==> src/sv/stdf_pkg.sv <==
package stdf_pkg;

    localparam logic [7:0] STX_BYTE    = 8'h02;
    localparam logic [7:0] ETX_BYTE    = 8'h03;
    localparam logic [7:0] ESC_BYTE    = 8'h10;
    localparam logic [7:0] ESC_STX     = 8'h82;
    localparam logic [7:0] ESC_ETX     = 8'h83;
    localparam logic [7:0] ESC_ESC     = 8'h90;

    localparam int IN_DATA_W  = 8;
    localparam int OUT_DATA_W = 24;
    localparam int OUT_USER_W = 2;

    typedef enum logic [2:0] {
        PH_HDR0 = 3'd0,
        PH_HDR1 = 3'd1,
        PH_HDR2 = 3'd2,
        PH_DATA = 3'd3,
        PH_ESC  = 3'd4,
        PH_BCC  = 3'd5,
        PH_ETX  = 3'd6
    } t_phase;

    typedef enum logic [1:0] {
        KIND_DATA   = 2'd0,
        KIND_DONE   = 2'd1,
        KIND_REJECT = 2'd2
    } t_kind;

    typedef enum logic [1:0] {
        ERR_NONE    = 2'd0,
        ERR_START   = 2'd1,
        ERR_ESCAPE  = 2'd2,
        ERR_END     = 2'd3
    } t_err;

    typedef struct packed {
        logic       ack;
        logic [3:0] len;
        logic [4:0] addr;
        logic [3:0] idx;
        logic [7:0] data;
        t_err       err;
        t_kind      kind;
        logic       last;
    } t_result;

endpackage

==> src/sv/stdf_in_reg.sv <==
module stdf_in_reg (
    input  logic       i_clk,
    input  logic       i_rst_n,
    input  logic       i_valid,
    output logic       o_ready,
    input  logic [7:0] i_byte,
    input  logic       i_advance,
    output logic       o_valid,
    output logic [7:0] o_byte
);
    import stdf_pkg::*;

    logic       r_valid;
    logic [7:0] r_byte;

    assign o_ready = !r_valid || i_advance;
    assign o_valid = r_valid;
    assign o_byte  = r_byte;

    always_ff @(posedge i_clk) begin
        if (!i_rst_n) begin
            r_valid <= 1'b0;
        end else if (i_valid && o_ready) begin
            r_valid <= 1'b1;
        end else if (i_advance) begin
            r_valid <= 1'b0;
        end
    end

    always_ff @(posedge i_clk) begin
        if (i_valid && o_ready) begin
            r_byte <= i_byte;
        end
    end

endmodule

==> src/sv/stdf_core.sv <==
module stdf_core (
    input  logic             i_clk,
    input  logic             i_rst_n,
    input  logic             i_step,
    input  logic [7:0]       i_byte,
    output logic             o_res_valid,
    output stdf_pkg::t_result o_res
);
    import stdf_pkg::*;

    t_phase     r_phase, n_phase;
    logic       r_start_ok, n_start_ok;
    logic [2:0] r_hdr1, n_hdr1;
    logic [4:0] r_addr, n_addr;
    logic [3:0] r_len, n_len;
    logic       r_ack, n_ack;
    logic [3:0] r_count, n_count;

    logic [3:0] count_inc;
    logic       data_end;
    logic       esc_ok;
    logic [7:0] esc_val;

    assign count_inc = r_count + 4'd1;
    assign data_end  = (count_inc == 4'd0) || (count_inc >= r_len);

    always_comb begin
        esc_ok  = 1'b1;
        esc_val = ESC_BYTE;
        unique case (i_byte)
            ESC_STX: esc_val = STX_BYTE;
            ESC_ETX: esc_val = ETX_BYTE;
            ESC_ESC: esc_val = ESC_BYTE;
            default: esc_ok  = 1'b0;
        endcase
    end

    // next state
    always_comb begin
        n_phase    = r_phase;
        n_start_ok = r_start_ok;
        n_hdr1     = r_hdr1;
        n_addr     = r_addr;
        n_len      = r_len;
        n_ack      = r_ack;
        n_count    = r_count;
        unique case (r_phase)
            PH_HDR1: begin
                n_hdr1  = {i_byte[3], i_byte[1:0]};
                n_phase = PH_HDR2;
            end
            PH_HDR2: begin
                n_phase = PH_HDR0;
                if (r_start_ok) begin
                    n_addr  = {r_hdr1[1:0], i_byte[7:5]};
                    n_len   = i_byte[3:0];
                    n_ack   = r_hdr1[2];
                    n_count = 4'd0;
                    n_phase = (i_byte[3:0] == 4'd0) ? PH_BCC : PH_DATA;
                end
            end
            PH_DATA: begin
                if (i_byte == ESC_BYTE) begin
                    n_phase = PH_ESC;
                end else begin
                    n_count = count_inc;
                    n_phase = data_end ? PH_BCC : PH_DATA;
                end
            end
            PH_ESC: begin
                if (esc_ok) begin
                    n_count = count_inc;
                    n_phase = data_end ? PH_BCC : PH_DATA;
                end else begin
                    n_phase = PH_HDR0;
                end
            end
            PH_BCC: n_phase = PH_ETX;
            PH_ETX: n_phase = PH_HDR0;
            default: begin
                n_start_ok = (i_byte == STX_BYTE);
                n_phase    = PH_HDR1;
            end
        endcase
    end

    // result
    always_comb begin
        o_res_valid = 1'b0;
        o_res.kind  = KIND_DATA;
        o_res.err   = ERR_NONE;
        o_res.data  = 8'd0;
        o_res.idx   = 4'd0;
        o_res.addr  = r_addr;
        o_res.len   = r_len;
        o_res.ack   = r_ack;
        o_res.last  = 1'b0;
        unique case (r_phase)
            PH_HDR2: begin
                if (!r_start_ok) begin
                    o_res_valid = 1'b1;
                    o_res.kind  = KIND_REJECT;
                    o_res.err   = ERR_START;
                    o_res.addr  = 5'd0;
                    o_res.len   = 4'd0;
                    o_res.ack   = 1'b0;
                    o_res.last  = 1'b1;
                end
            end
            PH_DATA: begin
                if (i_byte != ESC_BYTE) begin
                    o_res_valid = 1'b1;
                    o_res.data  = i_byte;
                    o_res.idx   = r_count;
                end
            end
            PH_ESC: begin
                o_res_valid = 1'b1;
                if (esc_ok) begin
                    o_res.data = esc_val;
                    o_res.idx  = r_count;
                end else begin
                    o_res.kind = KIND_REJECT;
                    o_res.err  = ERR_ESCAPE;
                    o_res.last = 1'b1;
                end
            end
            PH_ETX: begin
                o_res_valid = 1'b1;
                o_res.last  = 1'b1;
                if (i_byte == ETX_BYTE) begin
                    o_res.kind = KIND_DONE;
                end else begin
                    o_res.kind = KIND_REJECT;
                    o_res.err  = ERR_END;
                end
            end
            default: o_res_valid = 1'b0;
        endcase
    end

    always_ff @(posedge i_clk) begin
        if (!i_rst_n) begin
            r_phase    <= PH_HDR0;
            r_start_ok <= 1'b0;
            r_hdr1     <= 3'd0;
            r_addr     <= 5'd0;
            r_len      <= 4'd0;
            r_ack      <= 1'b0;
            r_count    <= 4'd0;
        end else if (i_step) begin
            r_phase    <= n_phase;
            r_start_ok <= n_start_ok;
            r_hdr1     <= n_hdr1;
            r_addr     <= n_addr;
            r_len      <= n_len;
            r_ack      <= n_ack;
            r_count    <= n_count;
        end
    end

endmodule

==> src/sv/stdf_out_reg.sv <==
module stdf_out_reg (
    input  logic              i_clk,
    input  logic              i_rst_n,
    input  logic              i_load,
    input  stdf_pkg::t_result i_res,
    output logic              o_free,
    output logic              o_valid,
    input  logic              i_ready,
    output stdf_pkg::t_result o_res
);
    import stdf_pkg::*;

    logic    r_valid;
    t_result r_res;

    assign o_free  = !r_valid || i_ready;
    assign o_valid = r_valid;
    assign o_res   = r_res;

    always_ff @(posedge i_clk) begin
        if (!i_rst_n) begin
            r_valid <= 1'b0;
        end else if (i_load) begin
            r_valid <= 1'b1;
        end else if (i_ready) begin
            r_valid <= 1'b0;
        end
    end

    always_ff @(posedge i_clk) begin
        if (i_load) begin
            r_res <= i_res;
        end
    end

endmodule

==> src/sv/stuffed_telegram_deframer.sv <==
// Byte-stuffed telegram deframer.
// Slave channel: one raw serial byte per transfer on i_s_tdata.
// Master channel: one result per transfer. o_m_tuser carries the kind
// (data byte, frame complete, frame rejected); o_m_tlast marks the final
// result of a frame. o_m_tdata carries error code, unstuffed byte, byte
// index, module address, announced length and the ack flag.
// Header, check and escape bytes produce no transfer; the end byte does, and a
// wrong start byte yields a reject when the third header byte is decoded.
// A byte taken sits in the input register, is decoded against the frame state
// and its result is loaded into the output register, which offers it.
// Throughput: one byte per cycle while the output register can take a result,
// set by the single decode stage between the input and output registers.
// Stall: while a result waits in the output register and i_m_tready is low,
// the decode stage holds every byte, also those that yield no result; the
// input register then fills and o_s_tready drops.
// Reset (i_rst_n low, synchronous): both registers empty, the deframer
// waits for the first header byte.
module stuffed_telegram_deframer (
    input  logic                              i_clk,
    input  logic                              i_rst_n,
    input  logic                              i_s_tvalid,
    output logic                              o_s_tready,
    input  logic [stdf_pkg::IN_DATA_W-1:0]    i_s_tdata,  // rx_byte[7:0]
    output logic                              o_m_tvalid,
    input  logic                              i_m_tready,
    // error_code[1:0], data_byte[9:2], byte_index[13:10], module_addr[18:14],
    // frame_length[22:19], is_ack[23]
    output logic [stdf_pkg::OUT_DATA_W-1:0]   o_m_tdata,
    output logic [stdf_pkg::OUT_USER_W-1:0]   o_m_tuser,  // out_kind[1:0]
    output logic                              o_m_tlast
);
    import stdf_pkg::*;

    logic       in_valid;
    logic [7:0] in_byte;
    logic       out_free;
    logic       step;
    logic       res_valid;
    t_result    res;
    t_result    out_res;

    assign step = in_valid && out_free;

    stdf_in_reg u_in_reg (
        .i_clk     (i_clk),
        .i_rst_n   (i_rst_n),
        .i_valid   (i_s_tvalid),
        .o_ready   (o_s_tready),
        .i_byte    (i_s_tdata),
        .i_advance (step),
        .o_valid   (in_valid),
        .o_byte    (in_byte)
    );

    stdf_core u_core (
        .i_clk       (i_clk),
        .i_rst_n     (i_rst_n),
        .i_step      (step),
        .i_byte      (in_byte),
        .o_res_valid (res_valid),
        .o_res       (res)
    );

    stdf_out_reg u_out_reg (
        .i_clk   (i_clk),
        .i_rst_n (i_rst_n),
        .i_load  (step && res_valid),
        .i_res   (res),
        .o_free  (out_free),
        .o_valid (o_m_tvalid),
        .i_ready (i_m_tready),
        .o_res   (out_res)
    );

    assign o_m_tdata = {out_res.ack, out_res.len, out_res.addr, out_res.idx,
                        out_res.data, out_res.err};
    assign o_m_tuser = out_res.kind;
    assign o_m_tlast = out_res.last;

endmodule
==> config.mk <==
export PLATFORM = sky130hd
export DESIGN_NAME = stuffed_telegram_deframer
export DESIGN_NICKNAME = d
export VERILOG_FILES = /design/src/sv/stdf_pkg.sv /design/src/sv/stdf_in_reg.sv /design/src/sv/stdf_core.sv /design/src/sv/stdf_out_reg.sv /design/src/sv/stuffed_telegram_deframer.sv
export SDC_FILE = /design/constraint.sdc
export NUM_CORES = 1
export LEC_CHECK = 0
export BUFFER_PORTS_ARGS = -buffer_cell sky130_fd_sc_hd__buf_2
export CAP_MARGIN = 20
export CORE_MARGIN = 2
export CORE_UTILIZATION = 24
export DETAILED_ROUTE_END_ITERATION = 6
export SLEW_MARGIN = 20
export SYNTH_ARGS = -nofsm -noshare
export SYNTH_HDL_FRONTEND = slang
export SYNTH_SLANG_ARGS = --single-unit
==> constraint.sdc <==
create_clock -name i_clk -period 3.2 [get_ports i_clk]
set_input_delay 0.64 -clock i_clk [delete_from_list [all_inputs] [get_ports i_clk]]
set_output_delay 0.64 -clock i_clk [all_outputs]
set_load 0.02 [all_outputs]
==> impl_metrics.tcl, run 1 <==
set metrics [dict create \
    synthAdderAreaFrac_pct 2.352 \
    synth_area_per_cell_um2 11.52 \
    run_status "complete, no violations" \
    clk_pin_slew_ns 0.06 \
    io_buffers 40 \
    antenna_found_initial 0 \
    yosysSeqAreaShare_pct 56.82 \
    initial_core_util_pct 24.54 \
    hp-class "in2reg" \
    clk_latency_ns 0.34 \
    worst_slack_ns 0.4528 \
    nets 291 \
    drt-pass1-iter-count 4 \
    placed_area_mm2 0.003028 \
    finalCriticalPeriod_ns 2.747 \
    cp-start-kind "flop" \
    pin_count 41 \
    dp_hpwl_um 4013 \
    synth.distinct_cells 47 \
    synth_compound_area_share_pct 9.784 \
    crit_fanout 8 \
    synth_seq_cells 58 \
    vias 1783 \
    first_global_vias 1722 \
    synth_fp_nets 248 \
    die-width_um 109.3 \
    drt_iter0_drc 106 \
    die_h_um 109.3 \
    clockBufferDepth 2 \
    hold_violations 0 \
    routed_wl_um 5490 \
    setup-tns-final_ns 0 \
    drcViolationCount 0 \
    power.leakage_uw 0.001253 \
    finalPower_uw 1504 \
    max_freq_ghz 0.3640 \
    finalMaxSlewViolations 0 \
    finalCritPeriodShare_pct 85.85 \
    ir_drop_v 0.0002000 \
    cts_tree "done" \
    cp.arrival_ns 2.99 \
    grt_pass1_wl_um 8480 \
    cp-end-kind "flop" \
    rsz0062_at_grt "false" \
    synth_most_common_cell "edfxtp_1" \
    synth_mux_area_share_pct 5.644 \
    grt_start_max_net_pins 25 \
    yosys.area.top_type_share_pct 39.51 \
    tightest_slew_ns 0.8371 \
    antenna_cells 0 \
    core_mm2 0.01084 \
    grt-ovfl-total 0 \
    synth_xor_area_share_pct 0.9878 \
    dieArea_mm2 0.01194 \
    detail_route.wl_per_cell_um 13.10 \
    synth-simple-area-share_pct 21.97 \
    synthCells 231 \
    drive_above_1_share_pct 25.09 \
    postCtsHoldBufs 0 \
    clock_tree.root_cell "clkbuf_8" \
    post_cts_buffers 0 \
    synth_area_mm2 0.002660 \
    final_antenna_net_count 0 \
    netlist_top_cells_count "edfxtp_1 (35), dfxtp_1 (23), nor2b_1 (21), mux2i_1 (15), and2_1 (14)" \
    synth_edf_count 35 \
    design_area_mm2 0.003218 \
    cts_resized 0 \
    synth_flop_cell "edfxtp_1" \
    finalSetupViolCount 0 \
    area_growth_pct 20.98 \
    relSlewSlack_pct 42.75 \
    skew_ns 0.008839 \
    critical_path_class "reg2reg" \
    pre_cts_slack_ns 0.5096 \
    fillers 1139 \
    grt_usage_pct 9.572 \
    routed_via_density 4.255 \
    cap_viol_max_count 0 \
    async_reset_ff_share_pct 0 \
    numCtsBuffers 9 \
    gp_congestion 0.8215 \
    synth_top_family_by_area "simple AND/OR/NAND/NOR gates" \
    synth_top_area_cell "edfxtp_1" \
    ctsHtreeMaxLevel 3 \
    worstPathRequired_ns 3.44 \
    synth_area_leaders "edfxtp_1 (40%), dfxtp_1 (17%), mux2i_1 (5.6%)" \
    p_per_area_mw_per_mm2 467.3 \
    ys.warnings.count 0 \
    rows 38 \
    cts_sinks 58 \
]
worst max-delay path, stage by stage, from the launching register on:
cell,delay (ns)
edfxtp_1,0.53
nor4_2,0.58
a211oi_1,0.20
a211oi_2,0.49
or4b_1,0.55
a311oi_1,0.30
area by class of cell:
class / instances / area, µm² / area share (%)
clock buffer: 12 / 166.4 / 5.171
inverter: 7 / 26.28 / 0.8165
tap: 140 / 175.2 / 5.443
clock inverter: 4 / 23.77 / 0.7387
multi-input combinational: 157 / 1095 / 34.02
sequential: 58 / 1511 / 46.97
timing repair buffer: 41 / 220.2 / 6.843
layout by cell type (no fill, tap or decap), types with 2 or more instances in the layout:
master      count
a21boi_0        2
a21oi_1         9
and2_1         14
and2_2          4
and3_1          3
buf_2          40
clkbuf_8       10
clkinvlp_4      2
dfxtp_1        23
edfxtp_1       35
ha_1            5
inv_1           7
mux2i_1        15
nand2_1        11
nand2b_1        5
nand3_1         4
nand3b_1        2
nor2_1         13
nor2b_1        21
nor3_1          4
o21a_1          4
o21ai_0         7
o22ai_1         2
o31ai_1         3
or2_2           2
or3b_2          3
or4_1           2
xor2_1          2
per-layer routing:
layer / wire [µm] / vias to the layer above / global-route usage, %
li1: - / 923 / -
met1: 2648 / 799 / 12.18
met2: 2367 / 50 / 14.42
met3: 377 / 11 / 3.586
met4: 96 / 0 / 4.340
met5: 0 / - / 0
kinds of logic after synthesis:
group           Yosys count
simple gates             98
flops                    58
compound gates           36
buf+inv                  16
mux                      15
fa+ha+maj                 5
xor+xnor                  3
sequential cells by signal, summed over array words and instances, names as in the netlist:
name / flops
u_out_reg.o_res: 27
u_in_reg.o_byte: 8
u_core.r_hdr1: 3
u_core.r_len: 4
u_out_reg.o_valid: 1
u_in_reg.o_valid: 1
u_core.r_ack: 1
u_core.r_start_ok: 1
u_core.r_phase: 3
u_core.r_addr: 5
u_core.r_count: 4
final timing paths:
path | startpoint | to | slack, ns | depth (start not counted)
min | i_s_tdata[6] | u_in_reg.o_byte[6] | 0.47 | 1
max | u_in_reg.o_byte[1] | u_core.r_phase[1] | 0.45 | 5
max reg2reg | u_in_reg.o_byte[1] | u_core.r_phase[1] | 0.45 | 5
min reg2reg | u_core.r_hdr1[0] | u_core.r_addr[3] | 0.52 | 2
through the flow:
step           hold slack (ns)  util [%]  instances
3_5_place_dp            0.5118     27.93        403
4_1_cts                 0.4558     29.69        419
5_1_grt                 0.4561     29.69        419
2_1_floorplan           0.4773         -        231
6_report                0.4747     29.69        419
3_3_place_gp            0.4982     27.93        403
where the power goes:
group          total (µW)  internal (µW)  switching, µW  leakage (µW)
logic                54.0           22.2           31.8      0.000628
registers             816            800           15.6      0.000534
clock network         634            345            289     0.0000912
total                1500           1170            336       0.00125
Power figures use the tool's default switching activity.
==> run 2: changes to the inputs <==
--- a/config.mk
+++ b/config.mk
@@ -13,4 +13,5 @@
 export SLEW_MARGIN = 20
 export SYNTH_ARGS = -nofsm -noshare
 export SYNTH_HDL_FRONTEND = slang
+export SYNTH_HIERARCHICAL = 1
 export SYNTH_SLANG_ARGS = --single-unit
==> impl_metrics.tcl, run 2 <==
set metrics [dict create \
    run_status "complete, no violations" \
    synth_flop_cell "edfxtp_1" \
    rsz0062_at_grt "false" \
    gp_congestion 0.8375 \
    drcViolationCount 0 \
    hp-class "in2reg" \
    cp.buffers_inverters 2 \
    area_growth_pct 19.66 \
    numCtsBuffers 9 \
    antenna_cells 0 \
    core_mm2 0.01089 \
    cpMaxStageDelayCell "and2_1" \
    synth_fp_nets 247 \
    drt-pass1-iter-count 4 \
    synth_area_leaders "edfxtp_1 (39%), dfxtp_1 (17%), nor2b_1 (5.3%)" \
    routed_via_density 4.490 \
    finalCriticalPeriod_ns 2.244 \
    pin_count 41 \
    vias 1886 \
    final_cells 420 \
    layout_common_cells "buf_2 (40), edfxtp_1 (35), nor2b_1 (23), dfxtp_1 (23), mux2i_1 (14)" \
    die_h_um 109.9 \
    cts_resized 0 \
    detail_route.wl_per_cell_um 13.68 \
    first_global_vias 1776 \
    grt_pass1_wl_um 9190 \
    synth.distinct_cells 55 \
    post_cts_buffers 0 \
    cap_viol_max_count 0 \
    synthCells 230 \
    netlist_top_cells_count "edfxtp_1 (35), dfxtp_1 (23), nor2b_1 (23), mux2i_1 (14), nor2_1 (13)" \
    finalMaxSlewViolations 0 \
    path_delay_family "simple AND/OR/NAND/NOR gates" \
    p_per_area_mw_per_mm2 453.5 \
    max_freq_ghz 0.4456 \
    cp-start-kind "primary input" \
    power.leakage_uw 0.001161 \
    dp_hpwl_um 4073 \
    synth_top_area_cell "edfxtp_1" \
    final_antenna_net_count 0 \
    yosysSeqAreaShare_pct 56.13 \
    synth_seq_cells 58 \
    hold_violations 0 \
    largest_register_ffs 27 \
    finalCritPeriodShare_pct 70.13 \
    clockBufferDepth 2 \
    path_cells "buf_2, nand2b_4, and2_1, nand2b_4, buf_2" \
    relSlewSlack_pct 59.45 \
    postCtsHoldBufs 0 \
    initial_core_util_pct 24.73 \
    ys.warnings.count 6 \
    finalSetupViolCount 0 \
    setup-tns-final_ns 0 \
    skew_ns 0.008746 \
    async_reset_ff_share_pct 0 \
    nets 292 \
    synth_area_per_cell_um2 11.71 \
    cts_sinks 58 \
    tightest_slew_ns 0.6082 \
    worstPathRequired_ns 2.56 \
    io_buffers 40 \
    drt_iter0_drc 224 \
    dieArea_mm2 0.01208 \
    ctsHtreeMaxLevel 3 \
    synth_most_common_cell "edfxtp_1" \
    final_common_cell "buf_2" \
    rows 38 \
    antenna_found_initial 0 \
    cts_tree "done" \
    critical_path_class "in2out" \
    die-width_um 109.9 \
    design_area_mm2 0.003222 \
    placed_area_mm2 0.003050 \
    cpPeakStageDelay_ns 0.38 \
    crit_fanout 12 \
    pre_cts_slack_ns 0.8770 \
    clock_tree.root_cell "clkbuf_8" \
    drive_above_1_share_pct 26.43 \
    synth_edf_count 35 \
    placed_cells 404 \
    yosys.area.top_type_share_pct 39.03 \
    worst_slack_ns 0.9559 \
    synth_area_mm2 0.002693 \
    cp.arrival_ns 1.60 \
    cp-end-kind "output pin" \
    grt_start_max_net_pins 26 \
    grt_usage_pct 10.30 \
    routed_wl_um 5746 \
    clk_pin_slew_ns 0.06 \
    clk_latency_ns 0.34 \
    ir_drop_v 0.0002452 \
    grt-ovfl-total 0 \
]
[run 2: layout make-up]
cell class	instances	area [µm²]
Sequential cell	58	1511
Clock buffer	11	141.4
Tap cell	140	175.2
Clock inverter	5	30.03
Inverter	11	41.29
Fill cell	1132	7666
Multi-Input combinational cell	152	1100
Timing Repair Buffer	43	222.7
[run 2: logic make-up (layout without fill, tap and decap cells)]
family,after synthesis,count (layout),synth area share (%)
buffers and inverters,20,70,3.020
multiplexers,14,14,5.204
AO/OA/AOI/OAI,35,35,10.55
flip-flops,58,58,56.13
adder cells (fa/ha/maj),5,5,2.323
XOR/XNOR,3,3,0.9760
AND/OR/NAND/NOR,95,95,21.79
[run 2: final timing paths]
kind                              end                from  depth (start not counted)  slack, ns
setup / recovery           o_s_tready          i_m_tready                          5       0.96
hold / removal     u_in_reg/o_byte[7]        i_s_tdata[7]                          1       0.48
setup reg to reg  u_out_reg/o_res[21]  u_in_reg/o_byte[2]                          5       1.02
hold reg to reg     u_out_reg/o_valid   u_out_reg/o_valid                          2       0.50
[run 2: power by group]
part / switching [µW] / internal, µW
clock network: 289 / 297
logic: 33.4 / 24.2
registers: 19.8 / 798
total: 342 / 1120
[run 2: routing by layer]
layer / up-vias / global-route usage [%] / wire length [µm]
met2: 59 / 13.72 / 2502
met5: - / 0 / 0
met4: 0 / 4.069 / 47
met1: 897 / 14.84 / 2801
li1: 926 / - / -
met3: 4 / 3.794 / 394
[run 2: worst register-to-register path, delay by kind of cell, from the launching register on]
family,cells,cell delay (ns)
buffers and inverters,1,0.20
AO/OA/AOI/OAI,1,0.09
flip-flops,1,0.50
AND/OR/NAND/NOR,3,1.11
[run 2: stage by stage]
step	hold WS (ns)	util [%]	power (µW)
after floorplan	0.4742	-	869.0
after global placement	0.4920	28.02	889.5
after detailed placement	0.4968	28.02	891.2
after CTS	0.4625	29.59	1484
after global routing	0.4530	29.59	1528
final	0.4778	29.59	1461
